`src/hw/rtl/per_source_packet_reassembly_core_macros.svh`:
```
// ----------------------------------------------------------------------------
// Assertion macros for the packet reassembly core
// Concurrent checks clocked on clk_i, switched off while rst_ni is low.
// ----------------------------------------------------------------------------
`ifndef PER_SOURCE_PACKET_REASSEMBLY_CORE_MACROS_SVH
`define PER_SOURCE_PACKET_REASSEMBLY_CORE_MACROS_SVH

// Plain property check
`define PSR_ASSERT(lbl, prop, msg) \
  lbl: assert property (@(posedge clk_i) disable iff (!rst_ni) (prop)) else $error(msg);

// Implication check, consequent in the same cycle
`define PSR_ASSERT_IMP(lbl, ante, cons, msg) \
  lbl: assert property (@(posedge clk_i) disable iff (!rst_ni) (ante) |-> (cons)) \
    else $error(msg);

`endif

```
`src/hw/rtl/psr_pkg.sv`:
```
// ----------------------------------------------------------------------------
// psr_pkg
// Types and constants for the per-source packet reassembly core.
// ----------------------------------------------------------------------------
package psr_pkg;

  localparam int unsigned SRC_W    = 6;
  localparam int unsigned PKT_W    = 16;
  localparam int unsigned LEN_W    = 24;
  localparam int unsigned RANK_W   = 16;
  localparam int unsigned STAT_W   = 3;
  localparam int unsigned MAXPL_W  = 16;

  localparam int unsigned IN_DATA_W  = 64;
  localparam int unsigned OUT_DATA_W = 72;

  localparam int unsigned MTU_BYTES = 1048;
  localparam int unsigned HDR_BYTES = 48;
  localparam logic [MAXPL_W-1:0] MAX_PAYLOAD_RST = MAXPL_W'(MTU_BYTES - HDR_BYTES);

  typedef enum logic [1:0] {
    ST_CLEAR,
    ST_IDLE,
    ST_BUSY
  } state_e;

  typedef enum logic [STAT_W-1:0] {
    STAT_PROGRESS   = 3'd0,
    STAT_COMPLETE   = 3'd1,
    STAT_FIRST_LONG = 3'd2,
    STAT_SHORT_MID  = 3'd3,
    STAT_OVERRUN    = 3'd4
  } status_e;

  // One reassembly table entry
  typedef struct packed {
    logic              expect_data;
    logic [LEN_W-1:0]  fill;
    logic [LEN_W-1:0]  total;
    logic [RANK_W-1:0] rank;
  } entry_t;

  typedef struct packed {
    logic [SRC_W-1:0]  src_node;
    logic [PKT_W-1:0]  pkt_len;
    logic [LEN_W-1:0]  hdr_msg_len;
    logic [RANK_W-1:0] hdr_rank;
  } item_t;

  typedef struct packed {
    logic [SRC_W-1:0]  src_node;
    status_e           status;
    logic [LEN_W-1:0]  msg_total;
    logic [LEN_W-1:0]  msg_fill;
    logic [RANK_W-1:0] msg_rank;
  } result_t;

endpackage

```
`src/hw/rtl/per_source_packet_reassembly_core.sv`:
```
// ----------------------------------------------------------------------------
// per_source_packet_reassembly_core
// An accepted word is held with its table entry in item_q and rd_data_q; its
// result is then loaded into the output register once that register is free.
// A new word is taken only after the read-modify-write of the per-node table
// (synchronous read, then update and write back) for the last one. Reset: a
// clearing pass sets all entries to "expect header"; no input word is taken meanwhile.
// ----------------------------------------------------------------------------
module per_source_packet_reassembly_core #(
  parameter int unsigned NUM_NODES = 64
) (
  input  logic                            clk_i,
  input  logic                            rst_ni,
  // config: max_payload
  input  logic                            cfg_valid_i,
  output logic                            cfg_ready_o,
  input  logic [psr_pkg::MAXPL_W-1:0]     cfg_data_i,
  // tdata: src_node[5:0], pkt_len[21:6], hdr_msg_len[45:22], hdr_rank[61:46]
  input  logic                            s_axis_tvalid_i,
  output logic                            s_axis_tready_o,
  input  logic [psr_pkg::IN_DATA_W-1:0]   s_axis_tdata_i,
  // tdata: src_node_out[5:0], msg_total[29:6], msg_fill[53:30], msg_rank[69:54]
  output logic                            m_axis_tvalid_o,
  input  logic                            m_axis_tready_i,
  output logic [psr_pkg::OUT_DATA_W-1:0]  m_axis_tdata_o,
  // tuser: status[2:0]
  output logic [psr_pkg::STAT_W-1:0]      m_axis_tuser_o
);

  localparam int unsigned IDX_W     = $clog2(NUM_NODES);
  localparam int unsigned NODE_SPAN = 2 ** psr_pkg::SRC_W;
  localparam logic [IDX_W-1:0] LAST_IDX = IDX_W'(NUM_NODES - 1);

  psr_pkg::state_e  state_q, state_d;
  logic [IDX_W-1:0] clr_cnt_q;
  logic [psr_pkg::MAXPL_W-1:0] max_payload_q;

  psr_pkg::item_t   in_item;
  psr_pkg::item_t   item_q;
  logic [IDX_W-1:0] idx_q;
  logic [IDX_W-1:0] node_map [NODE_SPAN];

  psr_pkg::entry_t  mem_q [NUM_NODES];
  psr_pkg::entry_t  rd_data_q;
  psr_pkg::entry_t  wr_data;
  logic [IDX_W-1:0] wr_addr;
  logic             wr_en;

  psr_pkg::result_t res_d, out_q;
  logic             out_valid_q;
  logic             accept, step;
  logic [psr_pkg::LEN_W:0] sum;

  // source node to table index (node modulo NUM_NODES)
  for (genvar g = 0; g < NODE_SPAN; g++) begin : g_node_map
    assign node_map[g] = IDX_W'(g % NUM_NODES);
  end

  assign in_item.src_node    = s_axis_tdata_i[5:0];
  assign in_item.pkt_len     = s_axis_tdata_i[21:6];
  assign in_item.hdr_msg_len = s_axis_tdata_i[45:22];
  assign in_item.hdr_rank    = s_axis_tdata_i[61:46];

  assign cfg_ready_o     = 1'b1;
  assign s_axis_tready_o = (state_q == psr_pkg::ST_IDLE);
  assign accept          = s_axis_tvalid_i && s_axis_tready_o;
  assign step            = (state_q == psr_pkg::ST_BUSY) && (!out_valid_q || m_axis_tready_i);

  // control
  always_ff @(posedge clk_i or negedge rst_ni) begin
    if (!rst_ni) begin
      state_q       <= psr_pkg::ST_CLEAR;
      clr_cnt_q     <= '0;
      max_payload_q <= psr_pkg::MAX_PAYLOAD_RST;
      out_valid_q   <= 1'b0;
    end else begin
      state_q <= state_d;
      if (state_q == psr_pkg::ST_CLEAR) begin
        clr_cnt_q <= clr_cnt_q + 1'b1;
      end
      if (cfg_valid_i && cfg_ready_o) begin
        max_payload_q <= cfg_data_i;
      end
      if (step) begin
        out_valid_q <= 1'b1;
      end else if (m_axis_tready_i) begin
        out_valid_q <= 1'b0;
      end
    end
  end

  always_comb begin
    state_d = state_q;
    case (state_q)
      psr_pkg::ST_CLEAR: begin
        if (clr_cnt_q == LAST_IDX) begin
          state_d = psr_pkg::ST_IDLE;
        end
      end
      psr_pkg::ST_IDLE: begin
        if (accept) begin
          state_d = psr_pkg::ST_BUSY;
        end
      end
      psr_pkg::ST_BUSY: begin
        if (step) begin
          state_d = psr_pkg::ST_IDLE;
        end
      end
      default: state_d = psr_pkg::ST_CLEAR;
    endcase
  end

  // payload registers
  always_ff @(posedge clk_i) begin
    if (accept) begin
      item_q <= in_item;
      idx_q  <= node_map[in_item.src_node];
    end
    if (step) begin
      out_q <= res_d;
    end
  end

  // reassembly table: one write port, registered read
  always_ff @(posedge clk_i) begin
    if (wr_en) begin
      mem_q[wr_addr] <= wr_data;
    end
    if (accept) begin
      rd_data_q <= mem_q[node_map[in_item.src_node]];
    end
  end

  // update of the entry read for the word in hand
  always_comb begin
    sum = {1'b0, rd_data_q.fill} + (psr_pkg::LEN_W + 1)'(item_q.pkt_len);

    wr_data            = rd_data_q;
    res_d.src_node     = item_q.src_node;
    res_d.status       = psr_pkg::STAT_PROGRESS;
    res_d.msg_total    = rd_data_q.total;
    res_d.msg_fill     = rd_data_q.fill;
    res_d.msg_rank     = rd_data_q.rank;

    if (!rd_data_q.expect_data) begin
      res_d.msg_total = item_q.hdr_msg_len;
      res_d.msg_fill  = psr_pkg::LEN_W'(item_q.pkt_len);
      res_d.msg_rank  = item_q.hdr_rank;
      if (psr_pkg::LEN_W'(item_q.pkt_len) > item_q.hdr_msg_len) begin
        res_d.status = psr_pkg::STAT_FIRST_LONG;
      end else begin
        wr_data.total = item_q.hdr_msg_len;
        wr_data.fill  = psr_pkg::LEN_W'(item_q.pkt_len);
        wr_data.rank  = item_q.hdr_rank;
        if (psr_pkg::LEN_W'(item_q.pkt_len) == item_q.hdr_msg_len) begin
          res_d.status        = psr_pkg::STAT_COMPLETE;
          wr_data.expect_data = 1'b0;
        end else begin
          wr_data.expect_data = 1'b1;
        end
      end
    end else begin
      // short middle check goes first
      if (sum < {1'b0, rd_data_q.total} && item_q.pkt_len != max_payload_q) begin
        res_d.status        = psr_pkg::STAT_SHORT_MID;
        wr_data.expect_data = 1'b0;
      end else if (sum > {1'b0, rd_data_q.total}) begin
        res_d.status        = psr_pkg::STAT_OVERRUN;
        wr_data.expect_data = 1'b0;
      end else begin
        wr_data.fill   = sum[psr_pkg::LEN_W-1:0];
        res_d.msg_fill = sum[psr_pkg::LEN_W-1:0];
        if (sum == {1'b0, rd_data_q.total}) begin
          res_d.status        = psr_pkg::STAT_COMPLETE;
          wr_data.expect_data = 1'b0;
        end
      end
    end

    wr_en   = step;
    wr_addr = idx_q;
    if (state_q == psr_pkg::ST_CLEAR) begin
      wr_en   = 1'b1;
      wr_addr = clr_cnt_q;
      wr_data = '0;
    end
  end

  assign m_axis_tvalid_o = out_valid_q;
  assign m_axis_tuser_o  = out_q.status;
  assign m_axis_tdata_o  = {2'b00, out_q.msg_rank, out_q.msg_fill, out_q.msg_total,
                            out_q.src_node};

`include "per_source_packet_reassembly_core_macros.svh"

  `PSR_ASSERT_IMP(a_no_write_idle, wr_en, state_q != psr_pkg::ST_IDLE,
                  "table written while idle")
  `PSR_ASSERT_IMP(a_status_legal, m_axis_tvalid_o,
                  out_q.status <= psr_pkg::STAT_OVERRUN, "bad status")
  `PSR_ASSERT_IMP(a_complete_full,
                  m_axis_tvalid_o && out_q.status == psr_pkg::STAT_COMPLETE,
                  out_q.msg_fill == out_q.msg_total,
                  "complete with fill not equal to total")
  `PSR_ASSERT_IMP(a_progress_short,
                  m_axis_tvalid_o && out_q.status == psr_pkg::STAT_PROGRESS,
                  out_q.msg_fill < out_q.msg_total,
                  "in progress with fill at or past total")
  `PSR_ASSERT(a_busy_after_accept, accept |=> state_q == psr_pkg::ST_BUSY,
              "accepted word not taken into update")

endmodule
```
`config.mk`:
```
export PLATFORM = sky130hd
export DESIGN_NAME = per_source_packet_reassembly_core
export DESIGN_NICKNAME = d
export VERILOG_FILES = /design/src/hw/rtl/psr_pkg.sv /design/src/hw/rtl/per_source_packet_reassembly_core.sv
export VERILOG_INCLUDE_DIRS = /design/src /design/src/hw/rtl
export SDC_FILE = /design/constraint.sdc
export NUM_CORES = 2
export LEC_CHECK = 0
export ABC_AREA = 1
export BUFFER_PORTS_ARGS = -buffer_cell sky130_fd_sc_hd__buf_2
export CORE_ASPECT_RATIO = 0.7
export CORE_MARGIN = 2
export CORE_UTILIZATION = 29
export DETAILED_ROUTE_END_ITERATION = 10
export PLACE_DENSITY = 0.46
export SLEW_MARGIN = 0
export SYNTH_ARGS = -nofsm -noshare
export SYNTH_HDL_FRONTEND = slang
export SYNTH_MEMORY_MAX_BITS = 65536
export SYNTH_SLANG_ARGS = --single-unit
```
`constraint.sdc`:
```
create_clock -name clk_i -period 23.4 [get_ports clk_i]
set_input_delay 2.34 -clock clk_i [delete_from_list [all_inputs] [get_ports clk_i]]
set_output_delay 2.34 -clock clk_i [all_outputs]
set_load 0.01 [all_outputs]
```
# ---- After elaboration in Yosys (flattened, before gate mapping)
# Memories as Yosys holds them, arrays and structs flattened. A register that Yosys moved wholly into a read port is not among the register bits.
# Index checks and enable logic that the tools add are counted.
# Widths: inputs -> output; s select.
dict set report op_classes {
  n_bitwise 1
  magnitude_cmp 4
  n_eq_ne 9
  add_sub_neg 2
  muxes 31
  n_reduce_logical 8
}
# op n
set op_table {}
lappend op_table {{$mux 65} 2}
lappend op_table {{$mux 24} 3}
lappend op_table {{$mux 40} 1}
lappend op_table {{$mux 16} 2}
lappend op_table {{$add 24x16->25} 1}
lappend op_table {{$eq 25x24->1} 1}
lappend op_table {{$gt 25x24->1} 1}
lappend op_table {{$lt 25x24->1} 1}
lappend op_table {{$mux 25} 1}
lappend op_table {{$eq 16x24->1} 1}
lappend op_table {{$gt 16x24->1} 1}
lappend op_table {{$mux 6} 3}
lappend op_table {{$ne 16x16->1} 1}
lappend op_table {{$mux 1} 11}
lappend op_table {{$mux 3} 3}
lappend op_table {{$mux 2} 4}
lappend op_table {{$ge 7x7->1 const B} 1}
lappend op_table {{$not 6->7} 1}
lappend op_table {{$add 6x1->6 const B} 1}
lappend op_table {{$eq 6x6->1 const B} 1}
lappend op_table {{$pmux 2 s3} 1}
lappend op_table {{$ne 2x2->1 const B} 2}
lappend op_table {{$logic_and 1x1->1} 3}
lappend op_table {{$reduce_and 3->1} 1}
lappend op_table {{7 further kinds} 7}
dict set report totals {
  wordCells 72
  rom_bits 384
  ram_bits 4160
  out_inout_bits 78
  ff_bits 166
  n_memories 2
}
# name depth word_bits read_ports rd_clocked_by_memory_dff write_ports line_no
set memory_table {}
lappend memory_table {mem_q 64 65 1 1 1 per_source_packet_reassembly_core.sv:43} ;# psr_pkg::entry_t mem_q [NUM_NODES];
lappend memory_table {{(no name shown)} 64 6 1 0 0 per_source_packet_reassembly_core.sv:131} ;# rd_data_q <= mem_q[node_map[in_item.src_node]];

# ---- Depth between registers and ports, before layout
dict set report logic_depth {
  ltp_word 7
  depth_mapped 29
  mapped_depth_nobuf 29
}

# ---- Least setup slack after synthesis
# Ideal clock, no wire load.
dict set report synth_path {
  path_type {input to register}
  start {in m_axis_tready_i}
  end {mem mem_q[20][0] (netlist bit) (enable)}
  stages 6
  path_slack_ns 14.091
  n_path_buf 0
  t_arrival_ns 8.821
  setup_ns 0.488
  required_ns 22.912
  cell_sequence {nor2_1 > nor2_1 > nor2_1 > nor2_1 > nand2_1 > nor2_1}
}
dict set report synth_via {
  elab_chain_cells 5
}
# element line_no
set synth_lines {}
lappend synth_lines {{start: declaration} per_source_packet_reassembly_core.sv:24} ;# input logic m_axis_tready_i,
lappend synth_lines {{$logic_or 1x1->1} per_source_packet_reassembly_core.sv:67} ;# assign step = (state_q == psr_pkg::ST_BUSY) && (!out_valid_q || m_axis_tready_i);
lappend synth_lines {{$logic_and 1x1->1} per_source_packet_reassembly_core.sv:67}
lappend synth_lines {{net step} per_source_packet_reassembly_core.sv:51} ;# logic accept, step;
lappend synth_lines {{$mux 1} per_source_packet_reassembly_core.sv:183} ;# if (state_q == psr_pkg::ST_CLEAR) begin
lappend synth_lines {{$mux 1} per_source_packet_reassembly_core.sv:127} ;# if (wr_en) begin
lappend synth_lines {{$mux 1 (implied by the code)} per_source_packet_reassembly_core.sv:128} ;# mem_q[wr_addr] <= wr_data;
lappend synth_lines {{end: declaration} per_source_packet_reassembly_core.sv:43}
# The timed path passes the listed nets, and every way through them passes these cells.

# ---- Final worst setup path
dict set report layout_path {
  start {in s_axis_tdata_i[0] (netlist bit)}
  end {reg, netlist name rd_data_q[54]}
}
dict set report layout_via {
  elab_chain_cells 4
}
# element line_no
set layout_lines {}
lappend layout_lines {{start: declaration} per_source_packet_reassembly_core.sv:21} ;# input logic [psr_pkg::IN_DATA_W-1:0] s_axis_tdata_i,
lappend layout_lines {{$not 6->7 (implied by the code)} per_source_packet_reassembly_core.sv:131}
lappend layout_lines {{$mem_v2 64x6} n/a}
lappend layout_lines {{$mux 6 (implied by the code) (2 in series)} per_source_packet_reassembly_core.sv:131}
# No other way between the ends. The select of a mux whose other input is x is not followed.
# A chain may end at the register's enable or synchronous reset.

==> metrics.yaml <==
power_and_ir_drop:
  seq_power_share_pct: 49.9
  power.density_nw_per_um2: 105
  p_sw_share_pct: 29.7
  leakagePower_uw: 0.0629
  intPower_uw: 14600
  ir_worst_vdd_v: 0.0000886
  p_clk_share_pct: 33.7
  switchingPower_uw: 6180
  comb_power_share_pct: 16.4
critical_path:
  crit_fanout: 177
  rr_worst_depth: 9
  crit_chain: "buf_12 -> inv_8 -> buf_12 -> buf_4 -> buf_4 -> buf_4 -> buf_4 -> o21ai_0 -> o22ai_1 -> nor2_1 -> o22ai_1 -> o21ai_1 -> o22ai_1"
  reg2reg_slack_ns: 16.85
  worstPathRequired_ns: 24.09
  critPathKind: "in -> reg"
  slowest_delay_ns: 0.78
  crit_top_cell: "buf_4"
  r2r-start: "state_q[0]$_DFFE_PN0P_"
  cp.arrival_ns: 8.60
  end_kind: "register"
  slowest_stage: "o22ai_1"
  timing.rr.end: "mem_q[50][39]$_DFFE_PP_"
  worstSetupStartpointType: "primary input"
timing:
  fmax_mhz: 126
  setup_viol: 0
  final_hold_viol_count: 0
  tightest_slew_ns: 1.50
  relSlewSlack_pct: 0.188
  report.final.slew_viol_count: 0
  fin_tns_setup_ns: 0
  hold_slack_ns: 0.466
  rsz0062_at_grt: "false"
  timing.final.crit_period_ns: 7.92
  finalCritPeriodShare_pct: 33.8
  fin_skew_ns: 0.0776
global_routing:
  first_global_vias: 105000
  grt_max_degree: 178
  overflow: 0
  antenna_found_initial: 53
  grt_pass1_wl_mm: 893
  gr-usage-all-layers_pct: 20.7
clock_network:
  clk_pin_slew_worst_paths_ns: 0.07
  cts_hold_buffers: 0
  clkLatencyLatePin_ns: 1.06
  htree_levels: 5
  clockBufferDepth: 4
  cts_tree: "yes"
  cts_buffers: 433
  cts_root_buffer: "clkbuf_16"
  post-cts-setup-buffers: 0
  cts_num_sinks: 4385
  ctsResizeCount: 0
floorplanning:
  fp.dieW_um: 928
  start_util_pct: 29.1
  boundaryPins: 163
  die-area_um2: 604000
  core_area_um2: 595000
  rows: 237
  die-height_um: 651
drt:
  dr_wl_met2_mm: 263
  dr_wl_met3_mm: 68.0
  postRouteAntennaNets: 0
  drc: 0
  drt_iter0_markers: 17700
  wl_mm: 653
  drt-vias-per-instance: 5.39
  top_layer: "met5"
  first_pass_iters: 8
  dr_total_vias: 116000
  drt-wirelength-per-cell_um: 30.2
  wl_met1_mm: 306
synth:
  async_flop_share_pct: 0.570
  ys_types: 44
  syn_avg_cell_area_um2: 13.1
  synthFlopType: "edfxtp_1"
  synth_area_um2: 173000
  synth_warnings: 0
  ys_seq_area_share_pct: 75.8
  synth_seq_cells: 4385
  synth_edf_count: 4360
  syn_inst: 13300
worst_hold_path:
  worstHoldStart: "item_q[60]$_DFFE_PP_"
  hold_end: "m_axis_tdata_o[4]$_DFFE_PP_"
  hold_path_class: "reg -> reg"
  hold_path_depth: 0
final_layout:
  final_cells: 21600
  layout.nets: 13400
  syn_to_final_growth_pct: 14.4
  final_cell_mix: "edfxtp_1 (4,360), nor2_1 (2,654), o21ai_0 (2,474)"
  fillers: 58900
  layout_commonest_cell: "edfxtp_1"
  drive_gt1_share_pct: 9.46
place:
  hpwl_mm: 341
  placedCellCount: 20700
  gp_congestion: 0.828
  io_buffers: 157
run:
  drv_cap: 1
outcome:
  status: "finished, violations left"
  violations: "capacitance limit"
==> per-layer routing <==
layer,global-route usage [%],vias to the layer above
met3,4.79,807
met1,32.7,60300
met4,4.33,16
li1,-,49600
met2,28.6,5506
met5,0.427,-
==> worst max path at each step <==
stage / startpoint / endpoint / slack (ns) / cells past startpoint
after detailed placement: s_axis_tdata_i[0] / rd_data_q[31]$_DFFE_PP_ / 14.67 / 13
after global placement: s_axis_tdata_i[0] / rd_data_q[31]$_DFFE_PP_ / 14.69 / 13
after floorplan: m_axis_tready_i / mem_q[20][0]$_DFFE_PP_ / 14.09 / 6
after CTS: s_axis_tdata_i[0] / rd_data_q[31]$_DFFE_PP_ / 15.77 / 13
after global routing: s_axis_tdata_i[0] / rd_data_q[54]$_DFFE_PP_ / 15.32 / 13
final: s_axis_tdata_i[0] / rd_data_q[54]$_DFFE_PP_ / 15.48 / 13
==> state kept, by name, summed over array words and instances, names as in the netlist <==
signal / cells
mem_q: 4160
m_axis_tdata_o: 70
rd_data_q: 65
item_q: 62
max_payload_q: 16
clr_cnt_q: 6
m_axis_tuser_o: 3
state_q: 2
m_axis_tvalid_o: 1
==> cells by family (layout without fill, tap and decap cells) <==
family	count (synthesis)	in the layout	synth area share, %
adder cells (fa/ha/maj)	58	58	0.423
multiplexers	4	4	0.0260
flip-flops	4385	4385	75.8
buffers and inverters	1181	1552	2.81
XOR/XNOR	26	26	0.131
AO/OA/AOI/OAI	4286	4286	13.4
AND/OR/NAND/NOR	3347	3347	7.40
other	2	33	0.00433
==> power groups by stage <==
stage	Combinational (uW)	Clock (uW)	Sequential, uW
2_1_floorplan	1560	0	10600
3_3_place_gp	3350	0	10500
3_5_place_dp	3350	0	10500
4_1_cts	3360	7090	10400
5_1_grt	3630	7390	10400
6_report	3420	7010	10400
==> critical path: cells and delay by family <==
kind	cells	cell delay (ns)
buf+inv	7	4.29
compound gates	5	1.48
simple gates	1	0.06
==> final cells by class <==
type                       instances  area (um2)  area share (%)
sequential                      4385      132000            66.3
multi-input combinational       7724       38200            19.2
clock buffer                     529       11300            5.72
tap                             7887        9870            4.97
timing repair buffer             522        4010            2.02
clock inverter                   271        2450            1.24
inverter                         230         906           0.457
antenna                           30        75.1          0.0378
==> metrics by stage <==
step                      power, uW  util [%]  worst slack (ns)  instance area [um2]
after floorplan               12200         -             14.09               173000
after global placement        13900      31.0             14.69               185000
after detailed placement      13900      31.0             14.67               185000
after CTS                     20800      33.3             15.77               198000
after global routing          21400      33.3             15.32               198000
final                         20800      33.3             15.48               198000
==> Yosys cell counts, types with 2 or more instances <==
cell | number | area share (%)
nand4_1 | 17 | 0.061
nand3b_1 | 2 | 0.0087
buf_2 | 235 | 0.68
o211ai_1 | 11 | 0.048
a31oi_1 | 2 | 0.0072
edfxtp_1 | 4360 | 75
conb_1 | 2 | 0.0043
a21oi_1 | 187 | 0.54
nor3_1 | 41 | 0.12
nand3_1 | 71 | 0.20
buf_4 | 30 | 0.13
nor3_2 | 2 | 0.012
ha_1 | 57 | 0.41
and3_1 | 2 | 0.0072
o31ai_1 | 21 | 0.091
xnor2_1 | 8 | 0.040
inv_1 | 224 | 0.48
o22ai_1 | 1306 | 4.7
or2_1 | 8 | 0.029
inv_2 | 2 | 0.0043
clkbuf_1 | 648 | 1.4
xor2_1 | 18 | 0.091
a21o_1 | 4 | 0.017
nand2_2 | 3 | 0.011
clkinv_1 | 4 | 0.0087
dfstp_2 | 6 | 0.091
buf_1 | 32 | 0.069
mux2_2 | 4 | 0.026
nor2_1 | 2722 | 5.9
o21ai_1 | 278 | 0.80
dfrtp_1 | 19 | 0.27
nand2_1 | 473 | 1.0
nand3_2 | 2 | 0.012
buf_6 | 5 | 0.032
o21ai_0 | 2474 | 7.1
Power figures use the tool's default switching activity.
